==> config.mk <==
export PLATFORM = sky130hd
export DESIGN_NAME = ektt_ctrl
export DESIGN_NICKNAME = d
export VERILOG_FILES = /design/src/rtl/ektt_pkg.sv /design/src/rtl/ektt_ctrl.sv
export SDC_FILE = /design/constraint.sdc
export NUM_CORES = 1
export LEC_CHECK = 0
export BUFFER_PORTS_ARGS = -buffer_cell sky130_fd_sc_hd__buf_4
export CORE_AREA = 2 2 39 41
export CTS_BUF_LIST = sky130_fd_sc_hd__clkbuf_4 sky130_fd_sc_hd__clkbuf_8
export DETAILED_ROUTE_END_ITERATION = 8
export DIE_AREA = 0 0 41 43
export GPL_ROUTABILITY_DRIVEN = 0
export PLACE_DENSITY_LB_ADDON = 0.05
export SLEW_MARGIN = 15
export SYNTH_ARGS = -nofsm -noshare
export SYNTH_HDL_FRONTEND = slang
export SYNTH_SLANG_ARGS = --single-unit
==> constraint.sdc <==
create_clock -name clk_i -period 2.1 [get_ports clk_i]
set_clock_uncertainty 0.2 [all_clocks]
set_input_delay 0 -clock clk_i [delete_from_list [all_inputs] [get_ports clk_i]]
set_output_delay 0 -clock clk_i [all_outputs]
set_load 0.05 [all_outputs]
==> src/rtl/ektt_pkg.sv <==
// shared types and constants for the expiring key timestamp table
// no dependencies; used by the controller, the datapath and the top level
`timescale 1ns / 1ps

package ektt_pkg;

  localparam int unsigned KeyW     = 32;
  localparam int unsigned TimeW    = 64;
  localparam int unsigned TimeoutW = 32;

  localparam logic [TimeoutW-1:0] TimeoutReset = 32'd10;

  // opcode values of an input item
  localparam logic OpMark    = 1'b0;
  localparam logic OpExamine = 1'b1;

  typedef enum logic [2:0] {
    StIdle,
    StScan,
    StDrain,
    StDecide,
    StTsChk,
    StResp
  } ektt_state_e;

  // controller to datapath
  typedef struct packed {
    logic load_item;
    logic issue;
    logic decide;
    logic ts_rd;
    logic ts_chk;
    logic load_out;
  } ektt_cmd_t;

  // datapath to controller
  typedef struct packed {
    logic issue_last;
    logic found;
    logic op_examine;
    logic out_busy;
  } ektt_status_t;

endpackage

==> src/rtl/ektt_ctrl.sv <==
// controller state machine: accepts an item, sequences the scan, the update
// or expiry check and the hand-off to the output register
// depends on ektt_pkg
`timescale 1ns / 1ps

module ektt_ctrl (
  input  logic                   clk_i,
  input  logic                   rst_ni,
  input  logic                   in_valid_i,
  output logic                   in_ready_o,
  input  ektt_pkg::ektt_status_t status_i,
  output ektt_pkg::ektt_cmd_t    cmd_o
);

  ektt_pkg::ektt_state_e state_q, state_d;

  // state register
  always_ff @(posedge clk_i or negedge rst_ni) begin
    if (!rst_ni) begin
      state_q <= ektt_pkg::StIdle;
    end else begin
      state_q <= state_d;
    end
  end

  // next state and commands
  always_comb begin
    state_d    = state_q;
    in_ready_o = 1'b0;
    cmd_o      = '0;
    case (state_q)
      ektt_pkg::StIdle: begin
        in_ready_o = 1'b1;
        if (in_valid_i) begin
          cmd_o.load_item = 1'b1;
          state_d         = ektt_pkg::StScan;
        end
      end
      ektt_pkg::StScan: begin
        cmd_o.issue = 1'b1;
        if (status_i.issue_last) begin
          state_d = ektt_pkg::StDrain;
        end
      end
      ektt_pkg::StDrain: begin
        state_d = ektt_pkg::StDecide;
      end
      ektt_pkg::StDecide: begin
        cmd_o.decide = 1'b1;
        if (status_i.op_examine && status_i.found) begin
          cmd_o.ts_rd = 1'b1;
          state_d     = ektt_pkg::StTsChk;
        end else begin
          state_d = ektt_pkg::StResp;
        end
      end
      ektt_pkg::StTsChk: begin
        cmd_o.ts_chk = 1'b1;
        state_d      = ektt_pkg::StResp;
      end
      ektt_pkg::StResp: begin
        if (!status_i.out_busy) begin
          cmd_o.load_out = 1'b1;
          state_d        = ektt_pkg::StIdle;
        end
      end
      default: begin
        state_d = ektt_pkg::StIdle;
      end
    endcase
  end

endmodule

**After elaboration in Yosys (flattened, before gate mapping)**

Cells that the tools add are included.

- Eq/ne operators: 8
- Mux-type cells: 14
- Reduce and logical (&&, ||, !) cells: 3

Operator list:

| kind | number |
|---|---|
| $pmux 3 s6 | 1 |
| $mux 1 | 9 |
| $mux 3 | 3 |
| $eq 3x2->1 const B | 2 |
| $eq 3x3->1 const B | 2 |
| $ne 2x2->1 const B | 3 |
| $eq 3x1->1 const B | 1 |
| $logic_not 3->1 | 1 |
| $reduce_and 3->1 | 1 |
| $mux 2 | 1 |
| $logic_and 1x1->1 | 1 |

- Register bits after elaboration: 3
- Input bits: 7
- Output and inout bits: 7
- Word-level logic and storage cells: 26

**Depth between registers and ports, before layout**

Gate-level depths: netlist of run 1.

- Depth in word-level cells: 3
- Mapped depth: 4
- Mapped depth without buffers: 3

**Least setup slack after synthesis of run 1**

No wires, ideal clock.

- Path type: register to output
- Start point: reg state_q[1]
- End point: out cmd_o[5] (netlist name)
- Arrival: 2161 ps
- Required time: 1900 ps
- Setup slack: -261 ps
- Stages on the path, launching flop included: 4
- Path buffers: 1
- Path through: dfrtp_1 -> buf_6 -> nor3_1 -> and2_1

RTL lines:

| item | RTL line | text |
|---|---|---|
| start, declared | ektt_ctrl.sv:15 | `ektt_pkg::ektt_state_e state_q, state_d;` |
| start signal, assigned | ektt_ctrl.sv:20 | `state_q <= ektt_pkg::StIdle;` |
| start signal, assigned | ektt_ctrl.sv:22 | `state_q <= state_d;` |
| end, declared | ektt_ctrl.sv:12 | `output ektt_pkg::ektt_cmd_t cmd_o` |

==> results of run 1 <==
-- metal layers --
metal  vias up  GRT usage, %  part of all wire (%)
li1        130             -                     -
met1       111          10.3                    43
met2         7          12.5                    53
met5         -             0                     0
met3         0          1.57                   4.3
met4         0          10.0                     0
-- placed cells by master (no fill, tap or decap) --
cell and count:
nor3_2 1, a21o_1 1, nand2_1 2, or2_1 2
nor3_1 1, dfrtp_1 3, nor3b_1 2, inv_1 2
a21oi_2 1, mux2i_1 1, o21ai_1 1, o22ai_1 1
nor2b_1 1, and2_1 1, nand2b_1 1, dlygate4sd3_1 4
buf_4 13, or2b_1 1, nor2_1 2, nand2b_4 1
a21boi_0 1, clkbuf_4 4
-- logic make-up (layout without fill, tap and decap cells) --
kind of cell,count (synthesis),in the layout,synth area share [%]
mux,1,1,4.23
compound gates,5,5,14.8
simple gates,15,15,39.2
buf+inv,4,23,10.1
flops,3,3,31.7
-- layout make-up --
type / count / area, µm²
clock buffers: 4 / 30.0
inverters: 2 / 7.51
repair buffers: 17 / 138
multi-input cells: 21 / 143
fillers: 154 / 971
well taps: 16 / 20.0
flip-flops and latches: 3 / 75.1
-- how the worst min path moves through the flow --
stage,start,end,slack [ns],cells after the start
6_report,status_i[2],state_q[0]$_DFFE_PN0P_,0.02,4
5_1_grt,in_valid_i,state_q[0]$_DFFE_PN0P_,0.06,4
4_1_cts,status_i[2],state_q[0]$_DFFE_PN0P_,0.02,4
3_5_place_dp,rst_ni,state_q[0]$_DFFE_PN0P_,-0.41,1
3_3_place_gp,rst_ni,state_q[2]$_DFFE_PN0P_,-0.41,1
2_1_floorplan,rst_ni,state_q[0]$_DFFE_PN0P_,-0.50,0
-- per-stage QoR --
| step | instances | total power, mW | cell area (µm²) | hold slack (ns) |
|---|---|---|---|---|
| after floorplan | 28 | 0.423 | 241 | -0.496 |
| after global placement | 55 | 0.513 | 343 | -0.411 |
| after detailed placement | 55 | 0.515 | 343 | -0.410 |
| after CTS | 63 | 0.639 | 413 | 0.0248 |
| after global routing | 63 | 0.673 | 413 | 0.0617 |
| final | 63 | 0.628 | 413 | 0.0220 |
-- power breakdown --
part           switching (mW)  leakage [nW]  internal [mW]
registers              0.0607        0.0378         0.0819
logic                   0.227         0.148          0.144
clock network          0.0307        0.0184         0.0841
total                   0.318         0.204          0.310
-- critical path, stage by stage, from the launching register on --
cell	delay (ns)
dfrtp_1	0.49
or2_1	0.31
nor2_1	0.11
buf_4	0.20
==> flow_summary.json, run 1 <==
{
  "outcome": "finished, final reports clean",
  "synthArstFlopShare_pct": 100,
  "coreArea_mm2": 0.00138,
  "wl_per_cell_um": 9.51,
  "cts_sinks": 3,
  "h-tree-depth": 1,
  "worst-r2r-setup-slack_ns": 0.85,
  "yosysWarnings": 0,
  "rsz0062_at_grt": "false",
  "synth_most_common_cell": "dfrtp_1",
  "netlist_top_cells_area": "dfrtp_1 32%, nor3b_1 6.3%, nand2b_4 5.8%",
  "clk-insertion-delay-late_ns": 0.23,
  "seq_area_frac_synth_pct": 31.7,
  "vias": 248,
  "hp-class": "primary input to flop",
  "cp-start-kind": "flop",
  "postLayoutCoreUtil_pct": 29.8,
  "cts_hold_buf": 4,
  "startpoint": "state_q[2]$_DFFE_PN0P_",
  "dieArea_mm2": 0.00176,
  "synth_fp_nets": 35,
  "netlist.area_leader.share_pct": 31.7,
  "portBuffers": 13,
  "ff2ff_path_depth": 3,
  "r2r-start": "state_q[1]$_DFFE_PN0P_",
  "io_pins": 14,
  "syn_inst": 28,
  "max_slew_margin_pct": 76.4,
  "clk_path_buf_depth": 2,
  "setup_violations": 0,
  "post-route-min-period_ns": 1.55,
  "yosys.area.top_type": "dfrtp_1",
  "fp.dieH_um": 43,
  "totalNegativeSetupSlack_ns": 0,
  "fp.dieW_um": 41,
  "clk_transition_reported_paths_ns": 0.04,
  "worstPathArrival_ns": 1.35,
  "synth_area_um2": 236,
  "num-nets-final": 55,
  "initial_utilization_pct": 17.1,
  "cts_tree": "built",
  "diodes": 0,
  "grt_pass1_vias": 277,
  "largest_reg_flops": 3,
  "cts-resized-gates": 0,
  "drt_pre_antenna_iters": 2,
  "grt_max_degree": 11,
  "setup.worst_path.end": "cmd_o[2]",
  "root_buffer": "clkbuf_4",
  "synth_edf_count": 0,
  "antenna_found_initial": 0,
  "vdd_drop_max_v": 0.000533,
  "critPathKind": "flop to output port",
  "drt_wl_total_um": 599,
  "grt.total_usage_pct": 9.03,
  "synth_cell_type_count": 20,
  "fin_crit_sh_pct": 73.8,
  "drc": 0,
  "num_rows": 14,
  "p_leak_nw": 0.204,
  "fin_ws_ns": 0.551,
  "largest-register": "state_q",
  "power_density_mw_per_mm2": 1520,
  "slew_violations": 0,
  "tightest_slew_ns": 0.354,
  "critical_path_required_ns": 1.90,
  "grt_pass1_wl_mm": 1.04,
  "syn_to_final_growth_pct": 74.6,
  "post_cts_buffers": 0,
  "ys_ff_latch": 3,
  "drive_gt1_share_pct": 42.6,
  "drt-initial-drc-count": 1,
  "max-cap-violations": 0,
  "numCtsBuffers": 3,
  "largestRegisters": "state_q x3",
  "hold_viol_final": 0,
  "rr_endpoint": "state_q[1]$_DFFE_PN0P_",
  "cp-end-kind": "output port",
  "ys.flop_type": "dfrtp_1",
  "place_ws_ns": 0.779,
  "detail-route-antenna-nets": 0,
  "vias_per_cell": 3.94,
  "avgSynthCellArea_um2": 8.45,
  "clock.fmax_mhz": 646,
  "gr-total-overflow": 0,
  "cp_max_fo": 10
}
No activity file was read; power rests on OpenSTA's default activity.
==> inputs of run 2 (changes only) <==
==> constraint.sdc (replaced) <==
create_clock -name clk_i -period 1.6 [get_ports clk_i]
set_clock_uncertainty 0.2 [all_clocks]
set_input_delay 0 -clock clk_i [delete_from_list [all_inputs] [get_ports clk_i]]
set_output_delay 0 -clock clk_i [all_outputs]
set_load 0.05 [all_outputs]
==> run 2 against run 1 <==
Effect of this change:
- worst hold slack worse by 0.0080 ns
- power up 33%
- critical path depth unchanged
- design area up 2.4%
==> flow_summary.json, run 2 (same netlist as run 1, synthesis figures left out) <==
{
  "outcome": "finished, final reports clean",
  "tightest_slew_ns": 0.345,
  "seq_area_um2": 77.6,
  "path_cells": "or2_1, nor2_2, buf_4",
  "power_density_mw_per_mm2": 1980,
  "drc": 0,
  "detail-route-antenna-nets": 0,
  "rsz0062_at_grt": "false",
  "drive_gt1_share_pct": 51.1,
  "largest_reg_flops": 3,
  "hpwl_um": 416,
  "grt.total_usage_pct": 9.65,
  "placed_area_um2": 350,
  "vdd_drop_max_v": 0.000715,
  "clock_power_share_pct": 18.2,
  "portBuffers": 13,
  "fp.dieW_um": 41,
  "grt_pass1_wl_mm": 1.08,
  "post-route-min-period_ns": 1.55,
  "wl_per_cell_um": 9.89,
  "place_ws_ns": 0.276,
  "dieArea_mm2": 0.00176,
  "coreArea_mm2": 0.00138,
  "path_delay_family": "flip-flops",
  "swShare_pct": 50.4,
  "final_common_cell": "buf_4",
  "cp-end-kind": "output port",
  "vias_per_cell": 4.08,
  "setup_violations": 0,
  "grt_pass1_vias": 272,
  "n_fill_cell": 154,
  "hold_viol_final": 0,
  "diodes": 0,
  "drt-initial-drc-count": 1,
  "clock.fmax_mhz": 646,
  "numCtsBuffers": 3,
  "critical_path_buf_inv_count": 1,
  "largest-register": "state_q",
  "initial_utilization_pct": 17.1,
  "critical_path_required_ns": 1.40,
  "h-tree-depth": 1,
  "post_cts_buffers": 0,
  "fp.dieH_um": 43,
  "cp-start-kind": "flop",
  "p_leak_nw": 0.203,
  "clk_path_buf_depth": 2,
  "syn_to_final_growth_pct": 78.8,
  "root_buffer": "clkbuf_4",
  "final_cell_mix": "13 x buf_4, 4 x clkbuf_4, 4 x dlygate4sd3_1",
  "worstPathArrival_ns": 1.35,
  "seq_power_share_pct": 23.1,
  "slowest_delay_ns": 0.49,
  "cts_tree": "built",
  "slew_violations": 0,
  "switchingPower_mw": 0.422,
  "cts_sinks": 3,
  "fin_area_um2": 423,
  "cp_max_fo": 10,
  "drt_pre_antenna_iters": 2,
  "io_pins": 14,
  "drt_wl_total_um": 623,
  "num_rows": 14,
  "critPathKind": "flop to output port",
  "vias": 257,
  "fin_ws_ns": 0.0531,
  "critical-path-slowest-cell": "dfrtp_1",
  "max-cap-violations": 0,
  "num-nets-final": 55,
  "grt_max_degree": 11,
  "comb_power_share_pct": 58.7,
  "multi_input_area_um2": 150,
  "p_int_mw": 0.415,
  "largestRegisters": "state_q x3",
  "hp-class": "primary input to flop",
  "totalNegativeSetupSlack_ns": 0,
  "gr-total-overflow": 0,
  "antenna_found_initial": 0,
  "fin_crit_sh_pct": 96.7,
  "clk-insertion-delay-late_ns": 0.24,
  "max_slew_margin_pct": 77.0,
  "clk_transition_reported_paths_ns": 0.04
}
==> run 2: cell counts in the layout (fill, tap and decap cells not counted) <==
No cell type changed its count.
==> run 2: final cells by class <==
class,instances,area share (%)
tap,16,4.73
timing repair buffer,17,32.5
multi-input combinational,21,35.5
clock buffer,4,7.10
sequential,3,18.3
inverter,2,1.78
==> run 2: worst paths after layout <==
check / startpoint / endpoint / slack, ns / cells after the start
min in group asynchronous: rst_ni / state_q[2]$_DFFE_PN0P_ / 0.45 / 3
min reg2reg: state_q[2]$_DFFE_PN0P_ / state_q[1]$_DFFE_PN0P_ / 0.42 / 1
max in group asynchronous: rst_ni / state_q[1]$_DFFE_PN0P_ / 0.59 / 3
max: state_q[2]$_DFFE_PN0P_ / cmd_o[2] / 0.05 / 3
min: in_valid_i / state_q[0]$_DFFE_PN0P_ / 0.01 / 4
max reg2reg: state_q[1]$_DFFE_PN0P_ / state_q[1]$_DFFE_PN0P_ / 0.36 / 3
==> run 2: per-layer routing <==
metal | global-route usage, % | routed length (µm)
met5 | 0 | 0
met4 | 12.0 | 0
met3 | 0 | 19
met2 | 12.2 | 336
met1 | 12.6 | 267
==> run 2: repair_timing <==
action / in CTS / in global routing
resized for setup: 0 / 2
endpoints found under the hold margin: 6 / 0
endpoints found under the setup margin: 0 / 1
hold buffers: 4 / 0
==> run 2: tightest hold or removal path, stage by stage <==
cell	delay, ns
buf_4	0.08
nor3_1	0.03
a21o_1	0.14
o22ai_1	0.13
==> run 2: metrics by stage <==
| step | total power [mW] | utilization, % | cells | hold WS [ns] |
|---|---|---|---|---|
| 2_1_floorplan | 0.562 | - | 28 | -0.496 |
| 3_3_place_gp | 0.681 | 25.3 | 55 | -0.411 |
| 3_5_place_dp | 0.678 | 25.3 | 55 | -0.411 |
| 4_1_cts | 0.847 | 30.4 | 63 | 0.00885 |
| 5_1_grt | 0.902 | 30.6 | 63 | 0.0727 |
| 6_report | 0.836 | 30.6 | 63 | 0.0140 |
==> run 2: power groups by stage <==
stage	clock (mW)	sequential (mW)	combinational [mW]
6_report	0.152	0.193	0.491
5_1_grt	0.167	0.204	0.531
4_1_cts	0.161	0.191	0.495
3_5_place_dp	0	0.191	0.486
3_3_place_gp	0	0.191	0.490
2_1_floorplan	0	0.138	0.424
==> inputs of run 3 (changes only) <==
==> constraint.sdc (replaced) <==
create_clock -name clk_i -period 1.4 [get_ports clk_i]
set_clock_uncertainty 0.2 [all_clocks]
set_input_delay 0 -clock clk_i [delete_from_list [all_inputs] [get_ports clk_i]]
set_output_delay 0 -clock clk_i [all_outputs]
set_load 0.05 [all_outputs]
==> run 3 against run 2 <==
Effect of this change:
- the flow now finishes with violations (setup timing)
- flip-flop and latch count is the same
- sequential power fell by 7%
- largest power group unchanged
- wire length grew 11%
- register-to-register slack lost 0.23 ns
- count of clock-buffer cells in the layout unchanged
- power grew 54%
- via count up 14%
==> flow_summary.json, run 3 (same netlist as run 1, synthesis figures left out) <==
{
  "rr_endpoint": "state_q[0]$_DFFE_PN0P_",
  "cp-end-kind": "output port",
  "grt_pass1_vias": 300,
  "diodes": 0,
  "rsz0062_at_grt": "true",
  "fin_ws_ns": -0.0735,
  "final_common_cell": "buf_4",
  "critical-path-slowest-cell": "dfrtp_2",
  "worstPathArrival_ns": 1.27,
  "portBuffers": 13,
  "drc": 0,
  "violations": "setup timing",
  "path_cells": "buf_6, nor3_4, and2_4, buf_8",
  "slowest_delay_ns": 0.43,
  "max-cap-violations": 0,
  "cts_sinks": 3,
  "vdd_drop_max_v": 0.000879,
  "vias": 292,
  "initial_utilization_pct": 17.1,
  "io_pins": 14,
  "coreArea_mm2": 0.00138,
  "num_rows": 14,
  "clk_transition_reported_paths_ns": 0.04,
  "final_cell_mix": "14 x buf_4, 5 x buf_6, 4 x clkbuf_4, 4 x dlygate4sd3_1, 3 x buf_8",
  "critical_path_required_ns": 1.20,
  "syn_to_final_growth_pct": 138,
  "setup_violations": 4,
  "gr-total-overflow": 0,
  "num-nets-final": 64,
  "n_fill_cell": 143,
  "drt_wl_total_um": 692,
  "finalPower_mw": 1.29,
  "startpoint": "state_q[0]$_DFFE_PN0P_",
  "worst-r2r-setup-slack_ns": 0.13,
  "tightest_slew_ns": 0.165,
  "outcome": "finished with violations",
  "power_density_mw_per_mm2": 2290,
  "drt-initial-drc-count": 3,
  "slew_violations": 0,
  "p_leak_nw": 0.269,
  "root_buffer": "clkbuf_4",
  "clk_path_buf_depth": 2,
  "fin_crit_sh_pct": 105,
  "numCtsBuffers": 3,
  "cp_max_fo": 5,
  "grt_pass1_wl_mm": 1.23,
  "max_slew_margin_pct": 88.9,
  "drt_pre_antenna_iters": 3,
  "critPathKind": "flop to output port",
  "final_cells": 72,
  "setup.worst_path.end": "cmd_o[5]",
  "hpwl_um": 518,
  "grt_max_degree": 8,
  "hold_start": "in_valid_i",
  "post-route-min-period_ns": 1.47,
  "detail-route-antenna-nets": 0,
  "postLayoutCoreUtil_pct": 40.6,
  "largest_reg_flops": 3,
  "cts_tree": "built",
  "grt.total_usage_pct": 10.7,
  "fp.dieW_um": 41,
  "dieArea_mm2": 0.00176,
  "ff2ff_path_depth": 4,
  "drive_gt1_share_pct": 67.9,
  "dp_cells": 61,
  "largestRegisters": "state_q x3",
  "largest-register": "state_q",
  "fp.dieH_um": 43,
  "hold_viol_final": 0,
  "wl_per_cell_um": 9.61,
  "hp-class": "primary input to flop",
  "r2r-start": "state_q[1]$_DFFE_PN0P_",
  "place_ws_ns": 0.0873,
  "vias_per_cell": 4.06,
  "h-tree-depth": 1,
  "antenna_found_initial": 0,
  "clk-insertion-delay-late_ns": 0.24,
  "cp-start-kind": "flop",
  "clock.fmax_mhz": 679
}
==> run 3: power breakdown <==
group | switching [mW] | internal [mW]
Combinational | 0.469 | 0.460
Clock | 0.0504 | 0.126
Sequential | 0.0508 | 0.129
Total | 0.570 | 0.716
==> run 3: area by class of cell <==
| type | instances | area, µm² | area share, % |
|---|---|---|---|
| Tap cell | 16 | 20.0 | 3.56 |
| Multi-Input combinational cell | 21 | 180 | 32.1 |
| Timing Repair Buffer | 26 | 246 | 43.9 |
| Clock buffer | 4 | 30.0 | 5.35 |
| Sequential cell | 3 | 77.6 | 13.8 |
| Inverter | 2 | 7.51 | 1.34 |
==> run 3: repair_timing <==
action                                  in CTS  in global routing
hold buffers                                 4                  0
endpoints found under the setup margin       6                  6
gates resized for setup                     13                  3
endpoints found under the hold margin        6                  0
pin swaps                                    3                  3
setup buffers                                0                  3
==> run 3: metal layers <==
layer	global-route usage, %	wire, µm
met5	0	0
met1	12.3	289
met2	15.3	339
met3	2.09	44
met4	10.0	18
==> run 3: worst min path at each step <==
stage,end,cells past startpoint
4_1_cts,state_q[0]$_DFFE_PN0P_,4
2_1_floorplan,state_q[0]$_DFFE_PN0P_,0
3_3_place_gp,state_q[2]$_DFFE_PN0P_,1
6_report,state_q[0]$_DFFE_PN0P_,4
3_5_place_dp,state_q[2]$_DFFE_PN0P_,1
5_1_grt,state_q[0]$_DFFE_PN0P_,4
==> run 3: worst max-delay path, delay by kind of cell (launching register included) <==
kind                   cells  cell delay (ns)
and+or+nand+nor            2             0.34
buffers and inverters      2             0.26
DFF                        1             0.43
==> run 3: stage by stage <==
stage / instance area (µm²) / hold WS (ns) / setup TNS, ns
global route: 562 / 0.0772 / -0.399
CTS: 528 / 0.0320 / -0.247
finish: 562 / 0.0225 / -0.165
global placement: 420 / -0.409 / 0
floorplan: 274 / -0.496 / -0.288
detailed placement: 420 / -0.407 / 0
